===== src/rtl/htw_pkg.sv =====
// htw_pkg: shared types and codes for the hierarchical timer wheel
// transaction structs, datapath operation codes, controller states
// no dependencies; used by htw_ctrl, htw_datapath and hierarchical_timer_wheel
package htw_pkg;

  localparam int TIME_W = 32;
  localparam int ID_W   = 16;

  typedef enum logic [1:0] {
    MODE_CREATE   = 2'd0,
    MODE_KILL     = 2'd1,
    MODE_TICK     = 2'd2,
    MODE_KILL_ALL = 2'd3
  } mode_t;

  typedef enum logic [2:0] {
    KIND_CREATED     = 3'd0,
    KIND_CREATE_REJ  = 3'd1,
    KIND_KILLED      = 3'd2,
    KIND_KILL_REJ    = 3'd3,
    KIND_ALL_KILLED  = 3'd4,
    KIND_EXPIRED     = 3'd5
  } kind_t;

  typedef struct packed {
    mode_t              mode;
    logic [ID_W-1:0]    timer_id;
    logic [TIME_W-1:0]  due_time;
    logic [TIME_W-1:0]  period;
  } req_t;

  typedef struct packed {
    kind_t              kind;
    logic [ID_W-1:0]    timer_id_res;
    logic               last;
  } rsp_t;

  typedef enum logic [4:0] {
    OP_NONE,
    OP_CLEAR,
    OP_ACCEPT,
    OP_SCAN,
    OP_KILL,
    OP_CREATE,
    OP_KILL_ALL,
    OP_FILE0,
    OP_FILE1,
    OP_TICK_START,
    OP_CASC_DETACH,
    OP_CASC_NEXT,
    OP_EXP_DETACH,
    OP_WALK_LOAD,
    OP_REFILE_CASC,
    OP_REFILE_EXP,
    OP_DROP,
    OP_WALK_ADV,
    OP_TIME_INC
  } dp_op_t;

  typedef struct packed {
    dp_op_t  op;
    logic    emit;
    kind_t   kind;
    logic    flush;
  } cmd_t;

  typedef struct packed {
    logic   clear_done;
    logic   bad_args;
    mode_t  mode;
    logic   scan_done;
    logic   dup_found;
    logic   free_found;
    logic   file_out;
    logic   casc_start;
    logic   casc_more;
    logic   cur_none;
    logic   cur_running;
    logic   per_zero;
    logic   pend_v;
    logic   out_free;
  } stat_t;

  typedef enum logic [3:0] {
    ST_CLEAR,
    ST_IDLE,
    ST_DECODE,
    ST_SCAN,
    ST_SCAN_END,
    ST_FILE0,
    ST_FILE1,
    ST_TICK,
    ST_CASC_DETACH,
    ST_EXP_DETACH,
    ST_WALK_LOAD,
    ST_WALK_CHK,
    ST_WALK_PROC,
    ST_WALK_ADV,
    ST_FLUSH
  } state_t;

endpackage


===== src/rtl/htw_ctrl.sv =====
// htw_ctrl: sequencing state machine for the hierarchical timer wheel
// issues one datapath operation per cycle and steers scans, list walks and filing
// depends on htw_pkg
module htw_ctrl (
  input  logic           clk,
  input  logic           rst,
  input  logic           req_valid,
  output logic           req_stall,
  input  htw_pkg::stat_t stat,
  output htw_pkg::cmd_t  cmd
);

  htw_pkg::state_t state;
  htw_pkg::state_t state_next;
  logic            phase;
  logic            phase_next;
  logic            emit_ok;
  logic            is_create;

  assign emit_ok   = !stat.pend_v || stat.out_free;
  assign is_create = (stat.mode == htw_pkg::MODE_CREATE);

  // state register
  always_ff @(posedge clk) begin
    if (rst) begin
      state <= htw_pkg::ST_CLEAR;
      phase <= 1'b0;
    end else begin
      state <= state_next;
      phase <= phase_next;
    end
  end

  // next state and commands
  always_comb begin
    state_next = state;
    phase_next = phase;
    cmd        = '{op: htw_pkg::OP_NONE, emit: 1'b0, kind: htw_pkg::KIND_CREATED,
                   flush: 1'b0};
    req_stall  = 1'b1;
    unique case (state)
      htw_pkg::ST_CLEAR: begin
        cmd.op = htw_pkg::OP_CLEAR;
        if (stat.clear_done) state_next = htw_pkg::ST_IDLE;
      end
      htw_pkg::ST_IDLE: begin
        req_stall = 1'b0;
        if (req_valid) begin
          cmd.op     = htw_pkg::OP_ACCEPT;
          state_next = htw_pkg::ST_DECODE;
        end
      end
      htw_pkg::ST_DECODE: begin
        unique case (stat.mode)
          htw_pkg::MODE_CREATE: begin
            if (stat.bad_args) begin
              cmd.emit   = 1'b1;
              cmd.kind   = htw_pkg::KIND_CREATE_REJ;
              state_next = htw_pkg::ST_FLUSH;
            end else begin
              state_next = htw_pkg::ST_SCAN;
            end
          end
          htw_pkg::MODE_KILL: state_next = htw_pkg::ST_SCAN;
          htw_pkg::MODE_TICK: state_next = htw_pkg::ST_TICK;
          default: begin
            cmd.op     = htw_pkg::OP_KILL_ALL;
            cmd.emit   = 1'b1;
            cmd.kind   = htw_pkg::KIND_ALL_KILLED;
            state_next = htw_pkg::ST_FLUSH;
          end
        endcase
      end
      htw_pkg::ST_SCAN: begin
        if (stat.scan_done) state_next = htw_pkg::ST_SCAN_END;
        else cmd.op = htw_pkg::OP_SCAN;
      end
      htw_pkg::ST_SCAN_END: begin
        cmd.emit   = 1'b1;
        state_next = htw_pkg::ST_FLUSH;
        if (!is_create) begin
          if (stat.dup_found) begin
            cmd.op   = htw_pkg::OP_KILL;
            cmd.kind = htw_pkg::KIND_KILLED;
          end else begin
            cmd.kind = htw_pkg::KIND_KILL_REJ;
          end
        end else if (stat.dup_found || !stat.free_found) begin
          cmd.kind = htw_pkg::KIND_CREATE_REJ;
        end else begin
          cmd.op     = htw_pkg::OP_CREATE;
          cmd.kind   = htw_pkg::KIND_CREATED;
          state_next = htw_pkg::ST_FILE0;
        end
      end
      htw_pkg::ST_FILE0: begin
        cmd.op = htw_pkg::OP_FILE0;
        if (!stat.file_out) state_next = htw_pkg::ST_FILE1;
        else if (is_create) state_next = htw_pkg::ST_FLUSH;
        else state_next = htw_pkg::ST_WALK_ADV;
      end
      htw_pkg::ST_FILE1: begin
        cmd.op     = htw_pkg::OP_FILE1;
        state_next = is_create ? htw_pkg::ST_FLUSH : htw_pkg::ST_WALK_ADV;
      end
      htw_pkg::ST_TICK: begin
        if (stat.casc_start) begin
          cmd.op     = htw_pkg::OP_TICK_START;
          state_next = htw_pkg::ST_CASC_DETACH;
        end else begin
          state_next = htw_pkg::ST_EXP_DETACH;
        end
      end
      htw_pkg::ST_CASC_DETACH: begin
        cmd.op     = htw_pkg::OP_CASC_DETACH;
        phase_next = 1'b0;
        state_next = htw_pkg::ST_WALK_LOAD;
      end
      htw_pkg::ST_EXP_DETACH: begin
        cmd.op     = htw_pkg::OP_EXP_DETACH;
        phase_next = 1'b1;
        state_next = htw_pkg::ST_WALK_LOAD;
      end
      htw_pkg::ST_WALK_LOAD: begin
        cmd.op     = htw_pkg::OP_WALK_LOAD;
        state_next = htw_pkg::ST_WALK_CHK;
      end
      htw_pkg::ST_WALK_CHK: begin
        if (!stat.cur_none) begin
          state_next = htw_pkg::ST_WALK_PROC;
        end else if (phase) begin
          cmd.op     = htw_pkg::OP_TIME_INC;
          state_next = htw_pkg::ST_FLUSH;
        end else if (stat.casc_more) begin
          cmd.op     = htw_pkg::OP_CASC_NEXT;
          state_next = htw_pkg::ST_CASC_DETACH;
        end else begin
          state_next = htw_pkg::ST_EXP_DETACH;
        end
      end
      htw_pkg::ST_WALK_PROC: begin
        if (!stat.cur_running) begin
          cmd.op     = htw_pkg::OP_DROP;
          state_next = htw_pkg::ST_WALK_ADV;
        end else if (!phase) begin
          cmd.op     = htw_pkg::OP_REFILE_CASC;
          state_next = htw_pkg::ST_FILE0;
        end else if (emit_ok) begin
          cmd.emit = 1'b1;
          cmd.kind = htw_pkg::KIND_EXPIRED;
          if (stat.per_zero) begin
            cmd.op     = htw_pkg::OP_DROP;
            state_next = htw_pkg::ST_WALK_ADV;
          end else begin
            cmd.op     = htw_pkg::OP_REFILE_EXP;
            state_next = htw_pkg::ST_FILE0;
          end
        end
      end
      htw_pkg::ST_WALK_ADV: begin
        cmd.op     = htw_pkg::OP_WALK_ADV;
        state_next = htw_pkg::ST_WALK_CHK;
      end
      htw_pkg::ST_FLUSH: begin
        if (!stat.pend_v) begin
          state_next = htw_pkg::ST_IDLE;
        end else if (stat.out_free) begin
          cmd.flush  = 1'b1;
          state_next = htw_pkg::ST_IDLE;
        end
      end
      default: state_next = htw_pkg::ST_IDLE;
    endcase
  end

`ifndef SYNTHESIS
  a_accept_clean: assert property (@(posedge clk) disable iff (rst)
    (req_valid && !req_stall) |-> !stat.pend_v)
    else $error("transaction accepted with a result still pending");
`endif

endmodule


===== config.mk =====
export PLATFORM = sky130hd
export DESIGN_NAME = htw_ctrl
export DESIGN_NICKNAME = d
export VERILOG_FILES = /design/src/rtl/htw_pkg.sv /design/src/rtl/htw_ctrl.sv
export SDC_FILE = /design/constraint.sdc
export NUM_CORES = 1
export LEC_CHECK = 0
export ABC_AREA = 0
export BUFFER_PORTS_ARGS = -buffer_cell sky130_fd_sc_hd__buf_2
export CAP_MARGIN = 20
export CORE_MARGIN = 2
export CORE_UTILIZATION = 45
export DETAILED_ROUTE_END_ITERATION = 10
export GPL_TIMING_DRIVEN = 0
export PLACE_DENSITY_LB_ADDON = 0.15
export REMOVE_ABC_BUFFERS = 1
export SLEW_MARGIN = 5
export SYNTH_ARGS = -nofsm -noshare
export SYNTH_HDL_FRONTEND = slang
export SYNTH_SLANG_ARGS = --single-unit

===== constraint.sdc =====
create_clock -name clk -period 2 [get_ports clk]
set_input_delay 0.1 -clock clk [delete_from_list [all_inputs] [get_ports clk]]
set_output_delay 0.1 -clock clk [all_outputs]
set_load 0.005 [all_outputs]

==> results of run 1 <==
## sequential cells by signal (all words and copies together) (netlist names)
register  cells
phase         1
state         4
## path summary, 6_finish.rpt
check | end | slack (ns) | cells past startpoint
setup / recovery | cmd[7] | 0.08 | 5
hold / removal | state[3]$_SDFFE_PP0P_ | 0.07 | 2
setup reg to reg | state[2]$_SDFFE_PP0P_ | 0.24 | 4
hold reg to reg | phase$_SDFFE_PP0P_ | 0.63 | 2
## timing repair
| action | 4_1_cts | 5_1_grt |
|---|---|---|
| pin swaps | 0 | 0 |
| endpoints found under the setup margin | 10 | 3 |
| setup buffers | 0 | 0 |
| gates resized for setup | 4 | 2 |
## report_power, final
part,internal (mW),switching [mW],total [mW]
Sequential,0.115,0.0736,0.189
Combinational,0.138,0.154,0.293
Clock,0.0755,0.0435,0.119
Total,0.329,0.271,0.600
## routing by layer
metal  share of wire [%]  global-route usage (%)
met1                  45                   32.72
met2                  47                   36.89
met3                 7.3                   2.121
met4                 1.3                   7.407
met5                   0                       0
## worst max-delay path: stages (launching register included)
cell      delay, ns
dfxtp_2        0.58
nand2b_1       0.26
nor3_4         0.09
a32oi_1        0.27
o311ai_0       0.20
buf_2          0.17
## metrics by stage
step / instance area [µm²] / instances
6_report: 1091 / 190
4_1_cts: 1082 / 190
2_1_floorplan: 877.1 / 131
3_5_place_dp: 1051 / 186
3_3_place_gp: 1051 / 186
5_1_grt: 1091 / 190
## layout by cell type, fill, tap and decap left out, types with 2 or more instances in the layout
cell / count
inv_1: 10
buf_2: 28
a32oi_1: 3
nand2_1: 15
nand3_1: 4
o211ai_1: 4
a21oi_1: 10
nor2_1: 13
nor2b_1: 5
o21ai_0: 9
a311oi_1: 2
o2111ai_1: 2
o22ai_1: 2
nor3_1: 2
nand2b_1: 5
a211oi_1: 5
and3b_1: 2
a31oi_1: 4
ha_1: 3
a221oi_1: 2
clkbuf_4: 3
dfxtp_2: 3
a21o_1: 2
## cells by family (layout without fill, tap and decap cells)
group / after synthesis / count (layout) / share of synthesized area (%)
flip-flops: 5 / 5 / 10.61
AO/OA/AOI/OAI: 53 / 53 / 39.13
multiplexers: 1 / 1 / 1.061
adder cells (fa/ha/maj): 3 / 3 / 3.979
buffers and inverters: 19 / 42 / 11.01
AND/OR/NAND/NOR: 59 / 59 / 34.22
## final cells by class
| cell class | instances | area (µm²) |
|---|---|---|
| multi-input combinational | 116 | 745.7 |
| clock buffer | 4 | 26.28 |
| timing repair buffer | 28 | 140.1 |
| fill | 228 | 870.8 |
| sequential | 5 | 107.6 |
| inverter | 10 | 37.54 |
| tap | 27 | 33.78 |
==> run metrics, run 1 <==
PnR Total Power=0.6003 mW; clock skew=0.002938 ns; top cell type's share of synthesized area=10.61%; core area=1962 µm²; port buffer count=28; Worst-path clk slew=0.04 ns; maximum VDD drop=0.0002282 V; Syn-to-layout area delta=15.65%; 1st-pass router iterations=4; root buf cell=clkbuf_4; largest net degree at the start of global routing=27; critical path required time=1.90 ns; Synth cell types=47; Peak Freq=0.5201 GHz; CTS tree=done; FFs w/ async S/R, synth=0%; Final Wtd Congestion=0.8429; Startpoint Class=flop; critical path type=reg -> out; Worst slew margin=69.45%; max cap viols=0; Final WS setup=0.07721 ns; Synth area leaders=dfxtp_1 11%, nand2_1 6.0%, a21oi_1 5.3%; Final Util=55.61%; CTS Hold Bufs=0; TritonCTS Sinks=5; CP arrival=1.82 ns; DIE WIDTH=49.79 µm; Setup crit end kind=output port; NumNets Final=185; Synth Register Bits=5; Static Leak=0.4300 nW; Clock Latency Late Sink=0.25 ns; sequential share of the synthesized area=10.61%; DP HPWL=2038 µm; chip height=49.79 µm; EDFF count, synth=0; top-count cell post-synth=nand2_1; die area=2479 µm²; status=finished, final reports clean; Routed WL=2713 µm; H-tree depth=1; CTS buffer count=3; Synth top cells by count=15 x nand2_1, 13 x nor2_1, 10 x a21oi_1, 10 x inv_1, 9 x o21ai_0; Final Max Slew Viols=0; crit path from=state[0]$_SDFFE_PP0P_; Period minus WS final=1.923 ns; initial antenna violation count=0; Fin. Hold Viols=0; DRT iter0 DRCs=57; Avg Cell Area, Syn=6.739 µm²; Std-Cell Rows=16; GRT Residual Overflow=0; Hold Path Class=in -> reg; post-route ant nets=0; most frequently used flop master after synthesis=dfxtp_1; HP Start=rst; DRC Markers=0; Syn Inst Count=140; Slew @ Worst Pin=0.4541 ns; via/cell ratio=6.032; vias post-DR=1146; CTS Buffer Depth=2; layout cells sized above 1=25.15%; I/O pin total=29; period utilisation layout=96.14%; final setup fails=0; critical path peak fanout=23; GRT Total Usage=23.18%; Routed WL per cell=14.28 µm; Crit Reg-Reg Startpoint=state[3]$_SDFFE_PP0P_; n_diodes=0; WHS=0.07159 ns; Setup TNS=0 ns; Yosys warning count=0; initial core utilization=48.09%; Post-Synthesis Cell Area=943.4 µm²; vias in the first global route=1010; Power Density=550.2 nW/µm²; dpl ws=-0.06850 ns; Synth area leader=dfxtp_1; RSZ-0062 raised after global routing=false; first-pass GRT wire length=4567 µm
No activity file was read; power rests on OpenSTA's default activity.
==> run 2, diff against run 1 <==
CELL_PAD_IN_SITES_DETAIL_PLACEMENT = 1   (was default)
CELL_PAD_IN_SITES_GLOBAL_PLACEMENT = 1   (was default)
CORE_UTILIZATION = 35   (was 45)
HOLD_SLACK_MARGIN = 0.05   (was default)
==> run 2 against run 1 <==
Effect of this change: sequential share of layout area grew 0.38 points; combinational power increased by 3%; critical endpoint is now cmd[1]; die area grew 26%; global-route usage shrank 2.3 points; power rose by 1.9%; maximum frequency is 4.9% higher; via count about the same; largest power group unchanged; wire length rose by 16%; clock power barely moved; worst setup slack improved by 0.089 ns; final cell count up 1.6%.
==> run metrics, run 2 (same netlist as run 1, synthesis figures left out) <==
Net Sw Power=0.2815 mW (+3.7%); I/O pin total=29 (unchanged); port buffer count=28 (unchanged); Critical Path End=cmd[1]; Final Wtd Congestion=0.8256 (-2.1%); r2r setup slk=0.19 ns (-0.05 ns); RR Endpoint=state[0]$_SDFFE_PP0P_; chip height=55.92 µm (+12%); biggest regs=state x4, phase x1; CTS buffer count=3 (unchanged); 1st-pass router iterations=4 (unchanged); H-tree depth=1 (unchanged); Peak Freq=0.5454 GHz (+4.9%); Hold Path Class=in -> reg; Setup crit end kind=output port; Largest register FFs=4 (unchanged); WHS=0.08117 ns (+0.009587 ns); layout cells sized above 1=25.15% (unchanged); leading cell type in the layout, fill and taps excluded=buf_2; critical path required time=1.90 ns (about the same); vias post-DR=1145 (-0.087%); DP HPWL=2415 µm (+18%); Fin. Hold Viols=0 (unchanged); Startpoint Class=flop; status=finished, final reports clean; Clock Latency Late Sink=0.24 ns (about the same); post-route ant nets=0 (unchanged); Worst-path clk slew=0.05 ns (about the same); Power Density=556.0 nW/µm² (+1.1%); Slew @ Worst Pin=0.4172 ns (-0.03687 ns); family with the most delay on the worst path=simple AND/OR/NAND/NOR gates; initial antenna violation count=0 (unchanged); Worst slew margin=72.18% (+2.7 points); power share of the clock group=19.2% (-0.6 points); Std-Cell Rows=18 (+2); Seq pwr share=31.5% (about the same); first-pass GRT wire length=5375 µm (+18%); root buf cell=clkbuf_4; initial core utilization=37.40% (-11 points); Final Max Slew Viols=0 (unchanged); GRT Residual Overflow=0 (unchanged); GR met1 Demand/Resource=29.79% (-2.9 points); GR met2 Demand/Resource=34.69% (-2.2 points); critical path peak fanout=19 (-17%); NumNets Final=185 (unchanged); worst path bufs/invs=1 (unchanged); number of stages on the worst setup path=5 (unchanged); DRT iter0 DRCs=26 (-54%); Internal Pwr Total=0.3300 mW (+0.37%); fill count=358 (+57%); die area=3126 µm² (+26%); vias in the first global route=1123 (+11%); Combinational Power Share=49.2% (+0.5 points); GRT Total Usage=20.88% (-2.3 points); maximum VDD drop=0.0004982 V (+120%); Routed WL=3142 µm (+16%); via/cell ratio=5.933 (-1.6%); most frequent cells in the layout=28 x buf_2, 15 x nand2_1, 13 x nor2_1, 10 x inv_1, 10 x a21oi_1; critical path's slowest cell=or4b_1; Period minus WS final=1.834 ns (-0.08912 ns); placed instance area=1055 µm² (+0.36%); Syn-to-layout area delta=16.58%; max incr delay on CP=0.63 ns (+0.05 ns); TritonCTS Sinks=5 (unchanged); worst r2r path cells=4 (unchanged); CTS tree=done; max cap viols=0 (unchanged); core area=2522 µm² (+29%); CTS Hold Bufs=0 (unchanged); Static Leak=0.4306 nW (+0.14%); period utilisation layout=91.68% (-4.5 points); Crit Reg-Reg Startpoint=state[3]$_SDFFE_PP0P_; RSZ-0062 raised after global routing=false; Post-CTS Setup Repair Bufs=0 (unchanged); CP arrival=1.73 ns (-0.09 ns); DRC Markers=0 (unchanged); Most flops, register=state; largest net degree at the start of global routing=27 (unchanged); clock skew=0.002913 ns (-0.00002520 ns); DIE WIDTH=55.92 µm (+12%); CTS Buffer Depth=2 (unchanged); CP cell instances=or4b_1 -> nor2_1 -> a21oi_1 -> o21ai_1 -> buf_2; Switching Share=46.04% (+0.81 points); PnR Total Power=0.6115 mW (+1.9%); met3 usage=1.395% (-0.73 points); final setup fails=0 (unchanged); GRT Max-Usage Layer=met2; n_diodes=0 (unchanged); Non-Filler Cell Area, Final=1100 µm² (+0.80%); crit path from=state[3]$_SDFFE_PP0P_; critical path type=reg -> out; Routed WL per cell=16.28 µm (+14%)
-- run 2: power groups by stage --
| stage | sequential [mW] | clock (mW) | combinational [mW] |
|---|---|---|---|
| after floorplan | 0.162 | 0 | 0.203 |
| after global placement | 0.187 | 0 | 0.290 |
| after detailed placement | 0.189 | 0 | 0.299 |
| after CTS | 0.191 | 0.121 | 0.301 |
| after global routing | 0.202 | 0.125 | 0.338 |
| final | 0.193 | 0.118 | 0.301 |
-- run 2: what timing repair did --
item / in CTS / in global routing
resized for setup: 5 / 3
setup endpoints to repair: 10 / 6
gates cloned: 0 / 0
-- run 2: stage by stage --
step           utilization [%]  TNS (ns)  cells  setup WS [ns]
2_1_floorplan                -         0    131         0.2979
6_report                 43.60         0    193         0.1663
4_1_cts                  43.30         0    193        0.03776
5_1_grt                  43.60         0    193      0.0004301
3_3_place_gp             41.82   -0.2468    189       -0.09334
3_5_place_dp             41.82   -0.3647    189        -0.1176
-- run 2: metal layers --
layer | vias up | routed length (µm)
met5 | - | 0
met4 | 0 | 8
met3 | 2 | 96
met2 | 24 | 1482
met1 | 541 | 1555
li1 | 578 | -
-- run 2: cell type report --
| cell class | count | area (µm²) | share of cell area, % |
|---|---|---|---|
| multi-input cells | 116 | 745.7 | 67.80 |
| repair buffers | 28 | 140.1 | 12.74 |
| flip-flops and latches | 5 | 112.6 | 10.24 |
| inverters | 10 | 37.54 | 3.413 |
| well taps | 30 | 37.54 | 3.413 |
| clock buffers | 4 | 26.28 | 2.389 |
-- run 2: worst min-delay path by stage --
| stage | slack (ns) | to | from | cells past startpoint |
|---|---|---|---|---|
| after floorplan | 0.17 | phase$_SDFFE_PP0P_ | rst | 1 |
| after global placement | 0.33 | phase$_SDFFE_PP0P_ | rst | 2 |
| after detailed placement | 0.34 | state[3]$_SDFFE_PP0P_ | rst | 2 |
| after CTS | 0.07 | state[3]$_SDFFE_PP0P_ | rst | 2 |
| after global routing | 0.10 | state[3]$_SDFFE_PP0P_ | rst | 2 |
| final | 0.08 | state[3]$_SDFFE_PP0P_ | rst | 2 |
==> run 3, diff against run 2 <==
ABC_AREA = 1   (was 0)
CORE_UTILIZATION = 32   (was 35)
MAX_ROUTING_LAYER = met4   (was default)
==> run 3 against run 2 <==
Effect of this change: critical path depth is 2 higher; non-clock buffer count is the same; combinational power increased by 130%; die area increased by 4.7%; global-route usage is 0.36 points higher; utilization fell by 3.3 points; first-iteration DRC count increased by 15%; via count is 4.9% higher; register-to-register slack better by 0.33 ns; power rose by 62%; clock skew about the same; maximum frequency decreased by 2.2%; largest cell class unchanged.
==> run metrics, run 3 <==
status=finished, final reports clean; Final Util=40.32% (-3.3 points); Yosys warning count=0 (unchanged); Peak Freq=0.5335 GHz (-2.2%); period utilisation layout=93.73% (+2.0 points); critical path required time=1.90 ns (about the same); final setup fails=0 (unchanged); placed instance area=1074 µm² (+1.8%); Synth top cells by count=60 x nand2_1, 32 x nor2_1, 23 x inv_1; via/cell ratio=4.983 (-16%); TritonCTS Sinks=5 (unchanged); fill count=419 (+17%); Fin. Hold Viols=0 (unchanged); most used cell, CP=nand2_1; die area=3272 µm² (+4.7%); H-tree depth=1 (unchanged); Avg Cell Area, Syn=5.061 µm² (-25%); critical path type=reg -> out; CTS buffer count=3 (unchanged); DRT iter0 DRCs=30 (+15%); post-route ant nets=0 (unchanged); Routed WL per cell=13.37 µm (-18%); Clock Latency Late Sink=0.24 ns (about the same); Most flops, register=state; most frequently used flop master after synthesis=dfxtp_1; maximum VDD drop=0.0005963 V (+20%); Synth area leader=nand2_1; Worst slew margin=73.64% (+1.5 points); Power Density=896.3 nW/µm² (+61%); Hold Path Class=in -> reg; Final WS setup=0.1255 ns (-0.04087 ns); Routed WL=3221 µm (+2.5%); Synth cell types=23 (-51%); Crit Reg-Reg Startpoint=state[2]$_SDFFE_PP0P_; Synth area leaders=nand2_1 25%, nor2_1 13%, dfxtp_1 11%; crit path from=state[0]$_SDFFE_PP0P_; top-count cell post-synth=nand2_1; vias in the first global route=1219 (+8.5%); worst path bufs/invs=2 (+1); NumNets Final=232 (+25%); CP cell instances=nor2_1 -> nand2_1 -> inv_1 -> nand2_1 -> nor3b_1 -> o2111ai_1 -> buf_2; Std-Cell Rows=19 (+1); Non-Filler Cell Area, Final=1102 µm² (+0.23%); 1st-pass router iterations=4 (unchanged); Startpoint Class=flop; Worst-path clk slew=0.05 ns (about the same); critical path peak fanout=5 (-14); n_diodes=0 (unchanged); Synth Register Bits=5 (unchanged); first-pass GRT wire length=5361 µm (-0.26%); CTS Buffer Depth=2 (unchanged); Final Max Slew Viols=0 (unchanged); most frequent cells in the layout=60 x nand2_1, 32 x nor2_1, 28 x buf_2, 23 x inv_1, 14 x nand3_1; CP arrival=1.77 ns (+0.04 ns); sequential share of the synthesized area=11.05% (+0.44 points); RR Endpoint=state[1]$_SDFFE_PP0P_; RSZ-0062 raised after global routing=false; Static Leak=0.6608 nW (+53%); biggest regs=state x4, phase x1; DRC Markers=0 (unchanged); critical path's slowest cell=dfxtp_1; Syn-to-layout area delta=21.69%; clock skew=0.002733 ns (-0.0001802 ns); dpl ws=0.3132 ns (+0.4308 ns); initial core utilization=33.14% (-4.3 points); Syn Inst Count=179 (+28%); max cap viols=0 (unchanged); Largest register FFs=4 (unchanged); Setup TNS=0 ns (unchanged); initial antenna violation count=0 (unchanged); top cell type's share of synthesized area=24.86% (+14 points); family with the most delay on the worst path=simple AND/OR/NAND/NOR gates; max incr delay on CP=0.42 ns (-0.21 ns); WHS=0.07511 ns (-0.006062 ns); worst r2r path cells=8 (+4); Final Wtd Congestion=0.9156 (+11%); DIE WIDTH=57.21 µm (+2.3%); sequential cell area=101.3 µm² (-10%); multi-input combinational cell area=696.9 µm² (-6.5%); layout cells sized above 1=21.90% (-3.2 points); Period minus WS final=1.875 ns (+0.04087 ns); leading cell type in the layout, fill and taps excluded=nand2_1; final cell count without fillers=241 (+25%); I/O pin total=29 (unchanged); placed insts=237 (+25%); FFs w/ async S/R, synth=0% (unchanged); DP HPWL=2832 µm (+17%); root buf cell=clkbuf_4; Slew @ Worst Pin=0.3940 ns (-0.02327 ns); core area=2734 µm² (+8.4%); Critical Path End=cmd[7]; GRT Residual Overflow=0 (unchanged); port buffer count=28 (unchanged); Setup crit end kind=output port; PnR Total Power=0.9880 mW (+62%); number of stages on the worst setup path=7 (+2); CTS tree=done; vias post-DR=1201 (+4.9%); largest net degree at the start of global routing=9 (-67%); chip height=57.21 µm (+2.3%); r2r setup slk=0.52 ns (+0.33 ns); EDFF count, synth=0 (unchanged); Post-Synthesis Cell Area=905.9 µm² (-4.0%); GRT Total Usage=21.24% (+0.36 points)
run 3: what timing repair did:
action / CTS / global route
resized for setup: 0 / 1
setup endpoints to repair: 0 / 2
hold buffers: 0 / 0
buffers inserted: 0 / 0
run 3: routing by layer:
metal  vias up  wire (µm)  GRT usage (%)
li1        628          -              -
met1       531       1431          26.90
met2        40       1560          36.62
met3         2        215          3.628
met4         0         13          2.326
met5         -          0              -
run 3: cell families (layout without fill, tap and decap cells):
family	count (synthesis)	after routing	share of synthesized area, %
simple gates	124	124	59.81
compound gates	20	20	12.98
flops	5	5	11.05
fa+ha+maj	3	3	4.144
buf+inv	27	58	12.02
run 3: where the power goes:
part           total (mW)  switching, mW  leakage (nW)  internal, mW
Clock               0.118         0.0450        0.0177        0.0725
Sequential          0.187         0.0539        0.0412         0.133
Combinational       0.684          0.445         0.602         0.239
Total               0.988          0.544         0.661         0.444
run 3: how the worst min path moves through the flow:
stage / startpoint / end / slack (ns) / cells past startpoint
6_report: rst / state[1]$_SDFFE_PP0P_ / 0.08 / 2
3_5_place_dp: rst / state[1]$_SDFFE_PP0P_ / 0.34 / 2
5_1_grt: rst / state[1]$_SDFFE_PP0P_ / 0.08 / 2
3_3_place_gp: rst / state[1]$_SDFFE_PP0P_ / 0.33 / 2
4_1_cts: rst / state[1]$_SDFFE_PP0P_ / 0.08 / 2
2_1_floorplan: rst / state[1]$_SDFFE_PP0P_ / 0.16 / 1
run 3: cell type report:
class / instances / area share, %
clock inverter: 1 / 0.4540
multi-input combinational: 147 / 63.22
timing repair buffer: 28 / 12.71
clock buffer: 3 / 2.043
sequential: 5 / 9.194
tap: 31 / 3.519
inverter: 26 / 8.854
